[config.mk]
export PLATFORM = sky130hd
export DESIGN_NAME = servo_fault_qualifier_top
export DESIGN_NICKNAME = d
export VERILOG_FILES = /design/src/hdl/sfq_pkg.sv /design/src/hdl/servo_fault_qualifier_top.sv /design/src/hdl/sfq_front.sv /design/src/hdl/sfq_queue.sv /design/src/hdl/sfq_back.sv
export SDC_FILE = /design/constraint.sdc
export NUM_CORES = 1
export LEC_CHECK = 0
export BUFFER_PORTS_ARGS = -buffer_cell sky130_fd_sc_hd__buf_4
export CAP_MARGIN = 20
export CORE_MARGIN = 4
export CORE_UTILIZATION = 30
export CTS_BUF_LIST = sky130_fd_sc_hd__clkbuf_8 sky130_fd_sc_hd__clkbuf_16
export DETAILED_ROUTE_END_ITERATION = 8
export SLEW_MARGIN = 20
export SYNTH_ARGS = -nofsm -noshare
export SYNTH_HDL_FRONTEND = slang
export SYNTH_SLANG_ARGS = --single-unit
[constraint.sdc]
create_clock -name clk -period 8 [get_ports clk]
set_clock_uncertainty 0.2 [all_clocks]
set_input_delay 2 -clock clk [delete_from_list [all_inputs] [get_ports clk]]
set_output_delay 2 -clock clk [all_outputs]
set_load 0.02 [all_outputs]
[src/hdl/sfq_pkg.sv]
// Shared types and constants for the servo fault qualifier.
package sfq_pkg;

    localparam logic [31:0] STALE_MS = 32'd400;
    localparam logic [15:0] SAT16    = 16'hFFFF;

    typedef enum logic [1:0] {
        KIND_OK    = 2'd0,
        KIND_STALL = 2'd1,
        KIND_HW    = 2'd2,
        KIND_HEAT  = 2'd3
    } kind_t;

    // Classification made at the front; priority there is HW, then HEAT, then STALL, else CLEAN.
    typedef enum logic [1:0] {
        CLS_CLEAN = 2'd0,
        CLS_STALL = 2'd1,
        CLS_HW    = 2'd2,
        CLS_HEAT  = 2'd3
    } cls_t;

    typedef enum logic [2:0] {
        REG_LAG_LIMIT      = 3'd0,
        REG_LOAD_LIMIT     = 3'd1,
        REG_CURRENT_LIMIT  = 3'd2,
        REG_STALL_WINDOW   = 3'd3,
        REG_OVERHEAT_LIMIT = 3'd4,
        REG_IMPLAUS_TEMP   = 3'd5,
        REG_CONFIRM_WINDOW = 3'd6
    } reg_idx_t;

    typedef struct packed {
        logic [15:0] lag_limit;
        logic [15:0] load_limit;
        logic [15:0] current_limit;
        logic [15:0] stall_window_ms;
        logic [7:0]  overheat_limit;
        logic [7:0]  implausible_temp;
        logic [15:0] confirm_window_ms;
    } cfg_t;

    typedef struct packed {
        logic               mode;
        logic [7:0]         joint_id;
        logic [15:0]        target_pos;
        logic [15:0]        actual_pos;
        logic signed [15:0] load_value;
        logic signed [15:0] current_value;
        logic [7:0]         temperature;
        logic [7:0]         hw_error_bits;
        logic [31:0]        time_ms;
    } sample_t;

    typedef struct packed {
        logic        tripped;
        logic [1:0]  fault_kind;
        logic [15:0] abs_error;
        logic [15:0] held_ms;
        logic        watching;
        logic [7:0]  watched_servo;
        logic [15:0] peak_error;
        logic [15:0] stall_drops;
        logic [15:0] bad_temp_count;
    } result_t;

    // Classified transaction as it waits in the queue.
    typedef struct packed {
        logic        clear;
        logic [7:0]  joint_id;
        logic [15:0] err;
        logic [31:0] time_ms;
        cls_t        cls;
        logic        bad_temp;
    } item_t;

    typedef struct packed {
        logic full;
        logic empty;
    } queue_status_t;

endpackage

[src/hdl/servo_fault_qualifier_top.sv]
// Top level of the servo fault qualifier: configuration registers and block wiring.
// A sample accepted is written into the queue, then passes through the tracker into the
// result register. Throughput: one transaction per cycle unless a stall holds the flow;
// the QUEUE_DEPTH-entry queue absorbs result stall.
// Reset (rst_n low, asynchronous): registers take their default thresholds, no
// fault, no candidate, counters and peak at zero, queue and result empty.
module servo_fault_qualifier_top
#(
    parameter int QUEUE_DEPTH = 4
)
(
    input  logic              clk,
    input  logic              rst_n,
    input  sfq_pkg::sample_t  sample,
    input  logic              sample_valid,
    output logic              sample_stall,
    output sfq_pkg::result_t  result,
    output logic              result_valid,
    input  logic              result_stall,
    input  logic              cfg_valid,
    output logic              cfg_ready,
    input  logic [2:0]        cfg_index,
    input  logic [15:0]       cfg_data
);

    sfq_pkg::cfg_t          cfg_reg;
    sfq_pkg::queue_status_t qstat;
    sfq_pkg::item_t         push_item;
    sfq_pkg::item_t         head;
    logic                   push;
    logic                   pop;

    // Register writes always taken; software writes only while idle, not enforced.
    assign cfg_ready = 1'b1;

    always_ff @(posedge clk or negedge rst_n)
    begin
        if (!rst_n)
        begin
            cfg_reg.lag_limit         <= 16'd240;
            cfg_reg.load_limit        <= 16'd500;
            cfg_reg.current_limit     <= 16'd700;
            cfg_reg.stall_window_ms   <= 16'd150;
            cfg_reg.overheat_limit    <= 8'd70;
            cfg_reg.implausible_temp  <= 8'd100;
            cfg_reg.confirm_window_ms <= 16'd10;
        end
        else if (cfg_valid && cfg_ready)
        begin
            unique case (cfg_index)
                sfq_pkg::REG_LAG_LIMIT:      cfg_reg.lag_limit         <= cfg_data;
                sfq_pkg::REG_LOAD_LIMIT:     cfg_reg.load_limit        <= cfg_data;
                sfq_pkg::REG_CURRENT_LIMIT:  cfg_reg.current_limit     <= cfg_data;
                sfq_pkg::REG_STALL_WINDOW:   cfg_reg.stall_window_ms   <= cfg_data;
                sfq_pkg::REG_OVERHEAT_LIMIT: cfg_reg.overheat_limit    <= cfg_data[7:0];
                sfq_pkg::REG_IMPLAUS_TEMP:   cfg_reg.implausible_temp  <= cfg_data[7:0];
                sfq_pkg::REG_CONFIRM_WINDOW: cfg_reg.confirm_window_ms <= cfg_data;
                default:                     ; // unmapped index: drop the write
            endcase
        end
    end

    // Classify the incoming transaction against the thresholds.
    sfq_front u_front
    (
        .sample       (sample),
        .sample_valid (sample_valid),
        .sample_stall (sample_stall),
        .cfg          (cfg_reg),
        .qstat        (qstat),
        .push         (push),
        .item         (push_item)
    );

    // Hold classified transactions so each side can stall on its own.
    sfq_queue #(
        .DEPTH (QUEUE_DEPTH)
    ) u_queue
    (
        .clk       (clk),
        .rst_n     (rst_n),
        .push      (push),
        .push_item (push_item),
        .pop       (pop),
        .head      (head),
        .qstat     (qstat)
    );

    // Advance the candidate and fault latch, and register the result.
    sfq_back u_back
    (
        .clk          (clk),
        .rst_n        (rst_n),
        .cfg          (cfg_reg),
        .head         (head),
        .qstat        (qstat),
        .pop          (pop),
        .result       (result),
        .result_valid (result_valid),
        .result_stall (result_stall)
    );

endmodule

[src/hdl/sfq_front.sv]
// Front end: accept samples and classify them against the thresholds.
module sfq_front
(
    input  sfq_pkg::sample_t       sample,
    input  logic                   sample_valid,
    output logic                   sample_stall,
    input  sfq_pkg::cfg_t          cfg,
    input  sfq_pkg::queue_status_t qstat,
    output logic                   push,
    output sfq_pkg::item_t         item
);

    logic [15:0] err;
    logic [16:0] load_neg;
    logic [16:0] cur_neg;
    logic [15:0] load_mag;
    logic [15:0] cur_mag;
    logic        usable;
    logic        heat;
    logic        lag;
    logic        strain;

    assign sample_stall = qstat.full;
    assign push         = sample_valid && !qstat.full;

    always_comb
    begin
        err = (sample.actual_pos >= sample.target_pos)
            ? sample.actual_pos - sample.target_pos
            : sample.target_pos - sample.actual_pos;

        // magnitude of a signed 16-bit value; the most negative value maps to 0x8000
        load_neg = 17'h10000 - {1'b0, sample.load_value};
        cur_neg  = 17'h10000 - {1'b0, sample.current_value};
        load_mag = sample.load_value[15] ? load_neg[15:0] : sample.load_value;
        cur_mag  = sample.current_value[15] ? cur_neg[15:0] : sample.current_value;

        usable = (cfg.implausible_temp == 8'd0) || (sample.temperature < cfg.implausible_temp);
        heat   = usable && (cfg.overheat_limit != 8'd0)
              && (sample.temperature >= cfg.overheat_limit);
        lag    = err >= cfg.lag_limit;
        strain = (load_mag >= cfg.load_limit) || (cur_mag >= cfg.current_limit);

        item.clear    = sample.mode;
        item.joint_id = sample.joint_id;
        item.err      = err;
        item.time_ms  = sample.time_ms;
        item.bad_temp = !usable;
        if (sample.hw_error_bits != 8'd0)
        begin
            item.cls = sfq_pkg::CLS_HW;
        end
        else if (heat)
        begin
            item.cls = sfq_pkg::CLS_HEAT;
        end
        else if (lag && strain)
        begin
            item.cls = sfq_pkg::CLS_STALL;
        end
        else
        begin
            item.cls = sfq_pkg::CLS_CLEAN;
        end
    end

endmodule

[src/hdl/sfq_queue.sv]
// Short register queue between the classifier and the fault tracker.
module sfq_queue
#(
    parameter int DEPTH = 4
)
(
    input  logic                   clk,
    input  logic                   rst_n,
    input  logic                   push,
    input  sfq_pkg::item_t         push_item,
    input  logic                   pop,
    output sfq_pkg::item_t         head,
    output sfq_pkg::queue_status_t qstat
);

    localparam int PW = (DEPTH > 1) ? $clog2(DEPTH) : 1;
    localparam int CW = $clog2(DEPTH + 1);
    localparam logic [CW-1:0] DEPTH_C = CW'(DEPTH);
    localparam logic [PW-1:0] LAST_C  = PW'(DEPTH - 1);

    sfq_pkg::item_t entry_reg [DEPTH];
    logic [PW-1:0]  wr_ptr_reg, wr_ptr_next;
    logic [PW-1:0]  rd_ptr_reg, rd_ptr_next;
    logic [CW-1:0]  count_reg, count_next;
    logic           do_push;
    logic           do_pop;

    assign qstat.full  = (count_reg == DEPTH_C);
    assign qstat.empty = (count_reg == '0);
    assign do_push     = push && !qstat.full;
    assign do_pop      = pop && !qstat.empty;
    assign head        = entry_reg[rd_ptr_reg];

    always_comb
    begin
        wr_ptr_next = wr_ptr_reg;
        rd_ptr_next = rd_ptr_reg;
        count_next  = count_reg;
        if (do_push)
        begin
            wr_ptr_next = (wr_ptr_reg == LAST_C) ? '0 : wr_ptr_reg + 1'b1;
        end
        if (do_pop)
        begin
            rd_ptr_next = (rd_ptr_reg == LAST_C) ? '0 : rd_ptr_reg + 1'b1;
        end
        if (do_push && !do_pop)
        begin
            count_next = count_reg + 1'b1;
        end
        else if (do_pop && !do_push)
        begin
            count_next = count_reg - 1'b1;
        end
    end

    always_ff @(posedge clk or negedge rst_n)
    begin
        if (!rst_n)
        begin
            wr_ptr_reg <= '0;
            rd_ptr_reg <= '0;
            count_reg  <= '0;
        end
        else
        begin
            wr_ptr_reg <= wr_ptr_next;
            rd_ptr_reg <= rd_ptr_next;
            count_reg  <= count_next;
        end
    end

    always_ff @(posedge clk)
    begin
        if (do_push)
        begin
            entry_reg[wr_ptr_reg] <= push_item;
        end
    end

endmodule

[src/hdl/sfq_back.sv]
// Back end: candidate tracking, fault latch, counters and the result register.
module sfq_back
(
    input  logic                   clk,
    input  logic                   rst_n,
    input  sfq_pkg::cfg_t          cfg,
    input  sfq_pkg::item_t         head,
    input  sfq_pkg::queue_status_t qstat,
    output logic                   pop,
    output sfq_pkg::result_t       result,
    output logic                   result_valid,
    input  logic                   result_stall
);

    sfq_pkg::kind_t   latched_reg, latched_next;
    logic [7:0]       cand_servo_reg, cand_servo_next;
    sfq_pkg::kind_t   cand_kind_reg, cand_kind_next;
    logic [31:0]      cand_since_reg, cand_since_next;
    logic [31:0]      cand_last_reg, cand_last_next;
    logic [15:0]      peak_reg, peak_next;
    logic [15:0]      drops_reg, drops_next;
    logic [15:0]      bad_reg, bad_next;
    logic             valid_reg;
    sfq_pkg::result_t result_reg, result_next;

    logic             stale;
    logic [7:0]       eff_servo;
    sfq_pkg::kind_t   eff_kind;
    sfq_pkg::kind_t   track_kind;
    logic [31:0]      held;
    logic [31:0]      need;
    logic [31:0]      idle_ms;
    logic             tripped;
    logic [15:0]      held_out;
    logic             watch;

    assign pop          = !qstat.empty && (!valid_reg || !result_stall);
    assign result       = result_reg;
    assign result_valid = valid_reg;

    always_comb
    begin
        latched_next    = latched_reg;
        cand_servo_next = cand_servo_reg;
        cand_kind_next  = cand_kind_reg;
        cand_since_next = cand_since_reg;
        cand_last_next  = cand_last_reg;
        peak_next       = peak_reg;
        drops_next      = drops_reg;
        bad_next        = bad_reg;
        tripped         = 1'b0;
        held_out        = 16'd0;

        idle_ms   = head.time_ms - cand_last_reg;
        stale     = (cand_servo_reg != 8'd0) && (idle_ms > sfq_pkg::STALE_MS);
        eff_servo = stale ? 8'd0 : cand_servo_reg;
        eff_kind  = stale ? sfq_pkg::KIND_OK : cand_kind_reg;
        held      = head.time_ms - cand_since_reg;

        case (head.cls)
            sfq_pkg::CLS_HW:    track_kind = sfq_pkg::KIND_HW;
            sfq_pkg::CLS_HEAT:  track_kind = sfq_pkg::KIND_HEAT;
            sfq_pkg::CLS_STALL: track_kind = sfq_pkg::KIND_STALL;
            default:            track_kind = sfq_pkg::KIND_OK;
        endcase
        need = (head.cls == sfq_pkg::CLS_STALL) ? {16'd0, cfg.stall_window_ms}
                                                : {16'd0, cfg.confirm_window_ms};

        if (head.clear)
        begin
            latched_next    = sfq_pkg::KIND_OK;
            cand_servo_next = 8'd0;
            cand_kind_next  = sfq_pkg::KIND_OK;
            cand_since_next = 32'd0;
            cand_last_next  = 32'd0;
        end
        else if (latched_reg == sfq_pkg::KIND_OK)
        begin
            if (head.err > peak_reg)
            begin
                peak_next = head.err;
            end
            cand_servo_next = eff_servo;
            cand_kind_next  = eff_kind;
            if (head.bad_temp && (bad_reg != sfq_pkg::SAT16))
            begin
                bad_next = bad_reg + 16'd1;
            end

            if (head.cls == sfq_pkg::CLS_CLEAN)
            begin
                // drop the candidate of this servo on a clean sample
                if (eff_servo == head.joint_id)
                begin
                    if ((eff_kind == sfq_pkg::KIND_STALL) && (drops_reg != sfq_pkg::SAT16))
                    begin
                        drops_next = drops_reg + 16'd1;
                    end
                    cand_servo_next = 8'd0;
                    cand_kind_next  = sfq_pkg::KIND_OK;
                end
            end
            else if ((eff_servo != head.joint_id) || (eff_kind != track_kind))
            begin
                cand_servo_next = head.joint_id;
                cand_kind_next  = track_kind;
                cand_since_next = head.time_ms;
                cand_last_next  = head.time_ms;
            end
            else
            begin
                cand_last_next = head.time_ms;
                if (held >= need)
                begin
                    latched_next = track_kind;
                    tripped      = 1'b1;
                    if (head.cls == sfq_pkg::CLS_STALL)
                    begin
                        held_out = (held > {16'd0, sfq_pkg::SAT16}) ? sfq_pkg::SAT16
                                                                     : held[15:0];
                    end
                    else
                    begin
                        held_out = held[15:0];
                    end
                end
            end
        end

        watch = (latched_next == sfq_pkg::KIND_OK) && (cand_servo_next != 8'd0);

        result_next.tripped        = tripped;
        result_next.fault_kind     = latched_next;
        result_next.abs_error      = head.clear ? 16'd0 : head.err;
        result_next.held_ms        = held_out;
        result_next.watching       = watch;
        result_next.watched_servo  = watch ? cand_servo_next : 8'd0;
        result_next.peak_error     = peak_next;
        result_next.stall_drops    = drops_next;
        result_next.bad_temp_count = bad_next;
    end

    always_ff @(posedge clk or negedge rst_n)
    begin
        if (!rst_n)
        begin
            latched_reg    <= sfq_pkg::KIND_OK;
            cand_servo_reg <= 8'd0;
            cand_kind_reg  <= sfq_pkg::KIND_OK;
            cand_since_reg <= 32'd0;
            cand_last_reg  <= 32'd0;
            peak_reg       <= 16'd0;
            drops_reg      <= 16'd0;
            bad_reg        <= 16'd0;
            valid_reg      <= 1'b0;
        end
        else
        begin
            if (pop)
            begin
                latched_reg    <= latched_next;
                cand_servo_reg <= cand_servo_next;
                cand_kind_reg  <= cand_kind_next;
                cand_since_reg <= cand_since_next;
                cand_last_reg  <= cand_last_next;
                peak_reg       <= peak_next;
                drops_reg      <= drops_next;
                bad_reg        <= bad_next;
                valid_reg      <= 1'b1;
            end
            else if (!result_stall)
            begin
                valid_reg <= 1'b0;
            end
        end
    end

    always_ff @(posedge clk)
    begin
        if (pop)
        begin
            result_reg <= result_next;
        end
    end

endmodule

==> key figures <==
Run status
  – Outcome: finished clean

STA
  – Final setup violating endpoints: 0
  – PnR worst setup slack: 0.7026 ns
  – Unrepaired setup endpoints after global routing: false
  – Final TNS setup: 0 ns
  – Max-slew violations: 0
  – Final hold vios: 0
  – Max_slew headroom: 0.3003
  – Fin crit period: roughly 7.3 ns
  – Least-Margin Pin Slew: between 1 and 1.5 ns
  – F_max: around 140 MHz
  – Fin crit share: 0.9122

Layout
  – Fillers: between 9000 and 10000
  – Max reg flops: 240
  – Finished Core Util: 0.3587
  – Final #Nets: between 3000 and 4000
  – P&R area growth vs syn: 18.47%
  – Fraction of layout cells with a size suffix above 1: 0.2057

Detailed routing
  – WL/cell: about 18 um
  – DRT iter0 DRCs: about 1300
  – Final wirelength: between 70 and 80 mm
  – Via count: roughly 21000
  – DRC: 0
  – DR pass1 iterations: 7
  – Antenna-violating nets left: 0
  – Average vias per placed instance: between 4 and 5

Yosys
  – Synth warn: 0
  – Synth area leaders: edfxtp_1 33%, dfrtp_1 17%, ha_1 8.2%
  – Asr flop ratio synth: 0.4071
  – Synthesized area: between 30000 and 40000 um^2
  – Yosys cell types: 94
  – Syn_area_per_cell: approximately 12 um^2
  – Post-synth top area share: 0.3288
  – Synthesized flop and latch total: 560
  – Synthesized net count: ~3000
  – Register area share after synthesis: 0.5182
  – Dominant cell type by area after synthesis: edfxtp_1
  – Post-synth EDFFs: roughly 330
  – Commonest cells in the netlist: 332 x edfxtp_1, 236 x inv_1, 228 x nand2_1
  – Mapped Cells: ~2600
  – Most used DFF post-synth: edfxtp_1
  – Count leader, synth: edfxtp_1

Clock tree
  – Post-CTS Repair Setup Buffers: 0
  – Clk sinks: 560
  – Worst-Skew Late Latency: 0.63 ns
  – TritonCTS clock tree: built
  – Cts repair resizes: 0
  – CTS hold repair buffers: 0
  – CTS H-tree lvls: 3
  – Clock root buffer: clkbuf_16
  – Worst-path clk slew: roughly 0.06 ns
  – Deepest clock path buffer count: 3
  – CTS Buf Count: 68

Place
  – Post-DP HPWL: ~56 mm
  – GP Congestion: approximately 0.88
  – Setup slack at placement: 0.05278 ns
  – I/O Buffers: ~240

Setup path
  – Critical path's top delay family: compound AO/OA/AOI/OAI gates
  – Crit path top cell by count: a21o_1
  – CP max stage delay: between 0.3 and 0.4 ns
  – Critical-path top delay cell: fa_1
  – FF-to-FF setup slack: between 0.8 and 0.9 ns
  – Critical path class: in2reg
  – CP Launch Type: primary input
  – Bufs and invs on worst path: 3
  – Critical Path Sink Type: flop
  – WP data arrival: between 7 and 8 ns
  – Max FO, Critical Path: 5
  – CP required: slightly above 8 ns

Global routing
  – Antenna violations before repair: 5
  – Vias in the first global route: around 21000
  – GRT Residual Overflow: 0
  – Tot GR Track Use: 0.1453
  – First-pass GRT wire length: between 100 and 150 mm
  – Largest net degree at the start of global routing: between 100 and 150

Floorplan
  – Die height: 325.9 um
  – Ports: between 200 and 250
  – Die Width: ~330 um
  – Die area: between 100000 and 150000 um^2
  – Core area: 100100 um^2
  – Row cnt: 116
  – Starting Density: 0.3027

Power
  – PwrDens: 412.2 nW/um^2
  – Peak VDD IR: around 200 uV
  – Total power: about 0.015 W
  – Leakage Power: 14.54 nW

Job
  – Max Cap Viol: 0

Hold path
  – Hold WC Path Type: reg2reg
## layout make-up
type / count / area [um^2] / share of cell area
clock inverters: 51 / 444.2 / 0.01237
diodes: 2 / 5.005 / 0.0001393
clock buffers: 74 / 1807 / 0.05030
well taps: 1298 / 1624 / 0.04521
multi-input cells: 1740 / 13370 / 0.3721
flip-flops and latches: 560 / 15720 / 0.4375
inverters: 237 / 894.6 / 0.02491
repair buffers: 270 / 2063 / 0.05744
## per-stage QoR
step / hold WS (ns) / std cells / cell area [um^2]
finish: 0.2794 / 4232 / 35920
global route: 0.3131 / 4231 / 35920
CTS: 0.2834 / 4229 / 35900
detailed placement: 0.2702 / 4104 / 33650
global placement: 0.2619 / 4104 / 33650
floorplan: 0.2498 / 2634 / 30320
## tightest hold or removal path: stages (launching register included)
cell	delay (ns)
dfrtp_1	0.34
nand2_1	0.05
o21ai_0	0.06
## power breakdown
part	switching, W	total [W]	internal, W	leakage (nW)
clock	0.00129	0.00310	0.00181	1.13
combinational	0.00447	0.00742	0.00295	7.55
sequential	0.000330	0.00429	0.00396	5.86
## cell usage in the layout, fill, tap and decap left out, types with 9 or more instances in the layout
cell type  instances
nand4_1           34
o21ai_0          206
dfrtp_1          198
a21o_1            93
xor2_1            45
and3_1            13
nand3_1           68
o31ai_1           16
clkinv_2          15
and2_1            22
mux2i_1           32
clkbuf_16         70
ha_1             198
nor2_1            93
a211oi_1           9
a21oi_1          130
o21bai_1          18
a31oi_1           12
dfstp_2           28
mux4_2            59
o21a_1            15
nor2b_1           22
inv_1            244
nand2b_1          34
nand2_1          227
nor4_1            18
xnor2_1           89
mux2_2            87
buf_4            266
edfxtp_1         332
or4_1             12
nor3_1            27
## routing by layer
layer  track usage  share of wire  vias up
met4       0.03917          0.021        0
li1              -              -    10100
met1        0.1969           0.46    10120
met2        0.2314           0.45      462
met5             0              0        -
met3       0.03767          0.066       98
## cells by family after synthesis
kind of cell | count (synthesis) | synth area share
and+or+nand+nor | 622 | 0.1021
AOI/OAI and AO/OA | 601 | 0.1260
DFF | 560 | 0.5182
buffers and inverters | 334 | 0.04275
adders and majority gates | 203 | 0.08501
muxes | 179 | 0.08720
xor gates and xnor gates | 134 | 0.03871
other | 1 | 0.0001237
## final timing paths
path	from	end	depth (start not counted)
max	sample[80]	u_queue.entry_reg[1][1]$_DFFE_PP_	31
min in group asynchronous	rst_n	cfg_reg[29]$_DFFE_PN0P_	1
max in group asynchronous	rst_n	u_queue.rd_ptr_reg[0]$_DFFE_PN0P_	2
min reg2reg	u_back.cand_last_reg[11]$_DFFE_PN0P_	u_back.cand_last_reg[11]$_DFFE_PN0P_	2
max reg2reg	u_queue.rd_ptr_reg[0]$_DFFE_PN0P_	u_back.result[62]$_SDFFCE_PP0P_	22
min	u_back.cand_last_reg[11]$_DFFE_PN0P_	u_back.cand_last_reg[11]$_DFFE_PN0P_	2
Power figures use the tool's default switching activity.
